<file path="src/rtl/core/scds_pkg.sv">
// Shared widths, constants and pipeline word types for the sine/cosine series block.
package scds_pkg;

  // Port field widths
  localparam int unsigned ANG_W     = 26;
  localparam int unsigned VAL_W     = 32;
  localparam int unsigned IN_DATA_W = 32;

  // Internal datapath widths, sized from the largest values over +/-360 degrees
  localparam int unsigned MAG_W   = 25;  // angle magnitude, Q16 degrees
  localparam int unsigned K_W     = 35;  // pi/180 in Q40
  localparam int unsigned X_W     = 33;  // angle in radians, Q30, up to 2*pi
  localparam int unsigned X2_W    = 36;  // square of the angle, Q30
  localparam int unsigned T_W     = 38;  // one series term, Q30
  localparam int unsigned ACC_W   = 40;  // signed partial sum, Q30
  localparam int unsigned NUM_W   = 43;  // rounded numerator ahead of the divide
  localparam int unsigned D_W     = 11;  // term divisor, up to 40*41
  localparam int unsigned RCP_W   = 42;  // divisor reciprocal width
  localparam int unsigned RCP_SH  = 42;  // reciprocal scale, 2^RCP_SH / d

  // Saturation bound of the input angle, +/-360 degrees in Q16
  localparam logic signed [ANG_W-1:0] ANG_LIMIT = 26'sd23592960;

  // Degrees to radians, rounded from pi in Q60
  localparam logic [63:0] PI_Q60     = 64'h3243F6A8885A308D;
  localparam logic [K_W-1:0] DEG_TO_RAD =
    K_W'((PI_Q60 + 64'd94371840) / 64'd188743680);

  // 1.0 in Q30 at accumulator width
  localparam logic signed [ACC_W-1:0] ONE_Q30 = 40'sd1073741824;

  // Word handed from one series cell to the next
  typedef struct packed {
    logic                    mode;  // 1 selects sine
    logic                    neg;   // input angle was negative
    logic [X2_W-1:0]         x2;
    logic [T_W-1:0]          term;
    logic signed [ACC_W-1:0] acc;
  } cell_data_t;

endpackage

</file>
<file path="src/rtl/core/scds_mul.sv">
// Three-stage unsigned multiplier built from 32x32 partial products, with a sideband.
module scds_mul import scds_pkg::*; #(
  parameter int unsigned WA = 32,  // below 64
  parameter int unsigned WB = 32,  // below 64
  parameter int unsigned WS = 1
) (
  input  logic             clk_i,
  input  logic             rst_ni,
  input  logic             en_i,
  input  logic             vld_i,
  input  logic [WA-1:0]    a_i,
  input  logic [WB-1:0]    b_i,
  input  logic [WS-1:0]    side_i,
  output logic             vld_o,
  output logic [WA+WB-1:0] prod_o,
  output logic [WS-1:0]    side_o
);

  logic [63:0]    a64, b64;
  logic [63:0]    ll_d, lh_d, hl_d, hh_d;
  logic [63:0]    ll_q, lh_q, hl_q, hh_q;
  logic [95:0]    s0_d, s1_d, s0_q, s1_q;
  logic [127:0]   p_full;
  logic [WA+WB-1:0] p_q;
  logic [2:0]     vld_q;
  logic [WS-1:0]  side_q [3];

  // Split both operands into 32-bit halves
  assign a64  = {{(64-WA){1'b0}}, a_i};
  assign b64  = {{(64-WB){1'b0}}, b_i};
  assign ll_d = {32'b0, a64[31:0]}  * {32'b0, b64[31:0]};
  assign lh_d = {32'b0, a64[31:0]}  * {32'b0, b64[63:32]};
  assign hl_d = {32'b0, a64[63:32]} * {32'b0, b64[31:0]};
  assign hh_d = {32'b0, a64[63:32]} * {32'b0, b64[63:32]};

  // Merge pairs, then the two halves
  assign s0_d   = {32'b0, ll_q} + {lh_q, 32'b0};
  assign s1_d   = {32'b0, hl_q} + {hh_q, 32'b0};
  assign p_full = {32'b0, s0_q} + {s1_q, 32'b0};

  // Advance the valid bits
  always_ff @(posedge clk_i or negedge rst_ni) begin
    if (!rst_ni) begin
      vld_q <= '0;
    end else if (en_i) begin
      vld_q <= {vld_q[1:0], vld_i};
    end
  end

  // Advance products and sideband
  always_ff @(posedge clk_i) begin
    if (en_i) begin
      ll_q      <= ll_d;
      lh_q      <= lh_d;
      hl_q      <= hl_d;
      hh_q      <= hh_d;
      s0_q      <= s0_d;
      s1_q      <= s1_d;
      p_q       <= p_full[WA+WB-1:0];
      side_q[0] <= side_i;
      side_q[1] <= side_q[0];
      side_q[2] <= side_q[1];
    end
  end

  assign vld_o  = vld_q[2];
  assign prod_o = p_q;
  assign side_o = side_q[2];

endmodule

</file>
<file path="config.mk">
export PLATFORM = sky130hd
export DESIGN_NAME = scds_mul
export DESIGN_NICKNAME = d
export VERILOG_FILES = /design/src/rtl/core/scds_pkg.sv /design/src/rtl/core/scds_mul.sv
export SDC_FILE = /design/constraint.sdc
export NUM_CORES = 2
export LEC_CHECK = 0
export ABC_AREA = 1
export BUFFER_PORTS_ARGS = -buffer_cell sky130_fd_sc_hd__buf_2
export CORE_UTILIZATION = 68
export CTS_CLUSTER_SIZE = 40
export DETAILED_ROUTE_END_ITERATION = 6
export PLACE_DENSITY = 0.86
export SKIP_CTS_REPAIR_TIMING = 1
export SLEW_MARGIN = 10
export SYNTH_ARGS = -nofsm -noshare
export SYNTH_HDL_FRONTEND = slang
export SYNTH_SLANG_ARGS = --single-unit
</file>
<file path="constraint.sdc">
create_clock -name clk_i -period 1.12 [get_ports clk_i]
set_input_delay 0.28 -clock clk_i [delete_from_list [all_inputs] [get_ports clk_i]]
set_output_delay 0.28 -clock clk_i [all_outputs]
set_load 0.03 [all_outputs]
</file>
# --- Yosys cells after proc, flatten, opt, wreduce, memory -nomap -nowiden ---
# Memories as Yosys holds them, arrays and structs flattened.
# Index checks and enable logic that the tools add are counted.
word_totals:
  regBits: 195
  mem_bits_rw: 3
  memories: 1
memory_table:
  columns: ["memory", "words", "word_bits", "rd", "rd_ports_with_merged_regs", "write_ports", "line", "source"]
  rows:
  - ["side_q", 3, 1, 3, 0, 3, "scds_mul.sv:26", "logic [WS-1:0] side_q [3];"]
classes:
  multipliers: 1
  muxes: 2
op_table:
  columns: ["cell", "count"]
  rows:
  - ["multiplier 32 x 32 -> 64 bit", 1]
  - ["2-to-1 mux 1 bit", 2]

# --- Longest topological paths before layout ---
logic_depth:
  ltp_word: 2
  depth_mapped: 30
  depth_no_buf: 29

# --- Worst setup path before layout ---
# OpenSTA, ideal clock, no wires.
synth_path:
  path_kind: "input -> register"
  startpoint: "input a_i[25]"
  endpoint: "register ll_q[60] (data pin)"
  setup_time_ns: 0.252
  arrival_time_ns: 5.978
  required_time_ns: 0.868
  path_slack_ns: -5.111
  stages: 26
  path_cell_list: "clkbuf_1 -> nand2_1 -> fa_1 -> inv_1 -> fa_1 -> inv_1 -> fa_1 -> inv_1 -> fa_1 -> fa_1 -> fa_1 -> fa_1 -> inv_1 -> fa_1 -> inv_1 -> ha_1 -> nand2_1 -> nand2_1 -> a21oi_1 -> nand2_1 -> nand2_1 -> nand2_1 -> a21oi_1 -> nand2_1 -> nand2_1 -> nand2_1"
synth_between:
  elab_chain_len: 1
synth_rtl:
  columns: ["item", "line", "source"]
  rows:
  - ["start: declaration", "scds_mul.sv:11", "input logic [WA-1:0] a_i,"]
  - ["multiplier 32 x 32 -> 64 bit", "scds_mul.sv:31", "assign ll_d = {32'b0, a64[31:0]} * {32'b0, b64[31:0]};"]
  - ["net ll_d[60]", "scds_mul.sv:20", "logic [63:0] ll_d, lh_d, hl_d, hh_d;"]
  - ["end signal: assignment", "scds_mul.sv:53", "ll_q <= ll_d;"]
  - ["end: declaration", "scds_mul.sv:21", "logic [63:0] ll_q, lh_q, hl_q, hh_q;"]
# The timed path passes the listed nets, and every way through them passes these cells.
# A chain may end at the register's enable or synchronous reset.

# --- Worst setup path after layout ---
layout_path:
  startpoint: "input b_i[3]"
  endpoint: "register ll_q[24] (data pin)"
layout_between:
  elab_chain_len: 1
layout_rtl:
  columns: ["item", "line", "source"]
  rows:
  - ["start: declaration", "scds_mul.sv:12", "input logic [WB-1:0] b_i,"]
  - ["multiplier 32 x 32 -> 64 bit", "scds_mul.sv:31", null]
  - ["net ll_d[24]", "scds_mul.sv:20", null]
# The timed path passes the listed nets, and every way through them passes these cells.

==> flow_summary.json <==
{
  "hold-worst-slack_ns": 0.0381,
  "grt_setup_unrepaired": "true",
  "die_h_um": 251,
  "gp_congestion": 0.995,
  "synth_nets": 6390,
  "dp_hpwl_um": 100000,
  "synth_cells": 5162,
  "max_freq_mhz": 155,
  "antenna_found_initial": 8,
  "max-cap-violations": 0,
  "crit_top_cell": "fa_1",
  "ys_types": 25,
  "h-tree-depth": 4,
  "synthesis.area_per_instance_um2": 8.15,
  "cp_top_family": "adder cells",
  "first_global_vias": 37500,
  "cts_root_buf": "clkbuf_16",
  "clock_skew_ns": 0.0127,
  "wirelength_um": 150000,
  "report.final.setup_viol": 129,
  "clkTransAtPathRegs_ns": 0.08,
  "drt_iter0_markers": 4817,
  "die_area_um2": 62800,
  "core-area_um2": 60700,
  "grt_max_degree": 37,
  "crit_arrival_ns": 6.63,
  "period_minus_slack_ns": 6.43,
  "maxSlewHeadroom_pct": 69.0,
  "cp-end-kind": "flip-flop",
  "tns_ns": -303.28,
  "grt_pass1_wl_um": 191000,
  "clock_latency_ns": 0.44,
  "max_stage_delay_ns": 0.55,
  "setup_ws_ns": -5.31,
  "hold_viol": 0,
  "wl_per_cell_um": 23.6,
  "violations": "design-rule violations, negative setup slack",
  "syn_area_um2": 42100,
  "slowest_stage": "fa_1",
  "postPlaceCellArea_um2": 47500,
  "start_kind": "primary input",
  "clockBufferDepth": 2,
  "cts_buffers": 17,
  "worstPathCellList": "buf_6, nand2_1, inv_1, fa_1, inv_2, fa_1, fa_1, fa_1, inv_1, fa_1, inv_2, fa_1, inv_2, fa_1, fa_1, ha_4, nand2_4, buf_6, nor2_4, nand2_2, nor2_2, nand2_2, nand3_4, xor2_2",
  "grt_usage_pct": 39.7,
  "ys.warnings.count": 0,
  "fin_util_pct": 85.6,
  "finalMaxSlewViolations": 0,
  "yosysSeqAreaShare_pct": 14.1,
  "worstPathRequired_ns": 1.32,
  "die_width_um": 251,
  "status": "finished, violations left",
  "path_max_fanout": 16,
  "antenna_violating_nets_post_route": 0,
  "drc": 14,
  "hold_path.class": "primary input to flip-flop",
  "synth-seq-cells": 198,
  "final_area_um2": 52000,
  "period_share_pct": 574,
  "cp.buffers_inverters": 7,
  "drive_above_1_share_pct": 23.8,
  "dr.pass1.iters": 7,
  "ios": 135,
  "crit_type": "primary input to flip-flop",
  "cts_tree": "done",
  "cts.sinks": 198,
  "vias_per_cell": 5.97,
  "fin_nets": 6783,
  "grt_overflow": 0,
  "vias": 37900,
  "placement.io_buffers": 134,
  "worstMarginPinSlew_ns": 0.464,
  "num_rows": 90,
  "start_util_pct": 69.3,
  "areaGrowthSynthToFinish_pct": 23.5
}
==> placed cells by master, fill, tap and decap left out, types with 9 or more instances in the layout <==
cell type / count
buf_2: 10
nor2_4: 45
inv_2: 169
ha_4: 72
nor2_1: 42
buf_8: 25
buf_6: 148
fa_1: 816
nand2_1: 1337
a21oi_1: 18
nand2_4: 74
nand4_1: 16
clkbuf_16: 24
edfxtp_1: 195
a21oi_2: 18
nand3_2: 22
xor2_2: 21
inv_1: 1561
nand2_2: 170
fa_2: 80
nand3_4: 9
o21bai_1: 10
nand3_1: 32
buf_12: 70
ha_1: 188
buf_4: 296
nor2_2: 17
==> logic make-up (layout without fill, tap and decap cells) <==
family,Yosys count,after routing,share of synthesized area (%)
and+or+nand+nor,1782,1782,16.7
DFF,198,198,14.1
other,0,4,0
adders and majority gates,1159,1159,50.5
muxes,1,1,0.0268
AOI/OAI and AO/OA,59,59,0.782
buffers and inverters,1927,2333,17.2
xor gates and xnor gates,36,36,0.750
==> registers in the layout, summed over array words and instances, names as in the netlist <==
name / cells
s0_q: 64
vld_q: 3
ll_q: 64
prod_o: 64
side_q: 3
==> metal layers <==
layer  track usage (%)  part of all wire, %
met4              27.6                   12
met2              67.8                   45
met1              45.5                   29
met3              7.19                   14
met5                 0                0.066
==> metrics by stage <==
stage | std cells | setup WS [ns]
final | 6354 | -5.31
after global routing | 6351 | -5.37
after CTS | 6292 | -5.29
after detailed placement | 6260 | -5.71
after global placement | 6260 | -5.59
after floorplan | 5162 | -4.80
==> cells in the mapped netlist <==
| cell | n | area, um2 |
|---|---|---|
| nand3_2 | 6 | 60.1 |
| nor3_4 | 1 | 16.3 |
| nor2_1 | 78 | 293 |
| nor2_2 | 23 | 144 |
| mux2_2 | 1 | 11.3 |
| nor3_1 | 11 | 55.1 |
| inv_1 | 1711 | 6420 |
| nand3_1 | 57 | 285 |
| edfxtp_1 | 195 | 5860 |
| nand2_1 | 1570 | 5890 |
| clkbuf_1 | 192 | 721 |
| xnor2_1 | 4 | 35.0 |
| nor3_2 | 6 | 60.1 |
| o21bai_1 | 11 | 82.6 |
| o21ai_0 | 3 | 15.0 |
| xor2_1 | 32 | 280 |
| nor2_4 | 3 | 33.8 |
| o21bai_2 | 1 | 11.3 |
| ha_1 | 263 | 3290 |
| dfrtp_1 | 3 | 75.1 |
| fa_1 | 896 | 17900 |
| inv_2 | 24 | 90.1 |
| nand4_1 | 16 | 100 |
| nand2_2 | 11 | 68.8 |
| a21oi_1 | 44 | 220 |
==> final timing paths <==
kind	end	slack (ns)	cells past startpoint	from
setup / recovery	ll_q[24]$_DFFE_PP_	-5.31	24	b_i[3]
hold / removal	side_q[0][0]$_DFFE_PP_	0.04	1	side_i
setup reg to reg	s0_q[60]$_DFFE_PP_	0.32	0	ll_q[60]$_DFFE_PP_
hold reg to reg	s0_q[11]$_DFFE_PP_	0.43	0	ll_q[11]$_DFFE_PP_
max in group asynchronous	vld_q[0]$_DFFE_PN0P_	0.82	2	rst_ni
min in group asynchronous	vld_q[2]$_DFFE_PN0P_	0.19	2	rst_ni
==> area by class of cell <==
cell class | instances | area, um2
inverters | 1735 | 6530
well taps | 782 | 978
clock buffers | 17 | 425
multi-input cells | 3037 | 31900
clock inverters | 15 | 176
repair buffers | 566 | 6030
flip-flops and latches | 198 | 5930
diodes | 4 | 10.0
fillers | 2741 | 8740
Power is not shown: default switching activity piles up to over one toggle a cycle in this logic, so the estimate is an artifact.
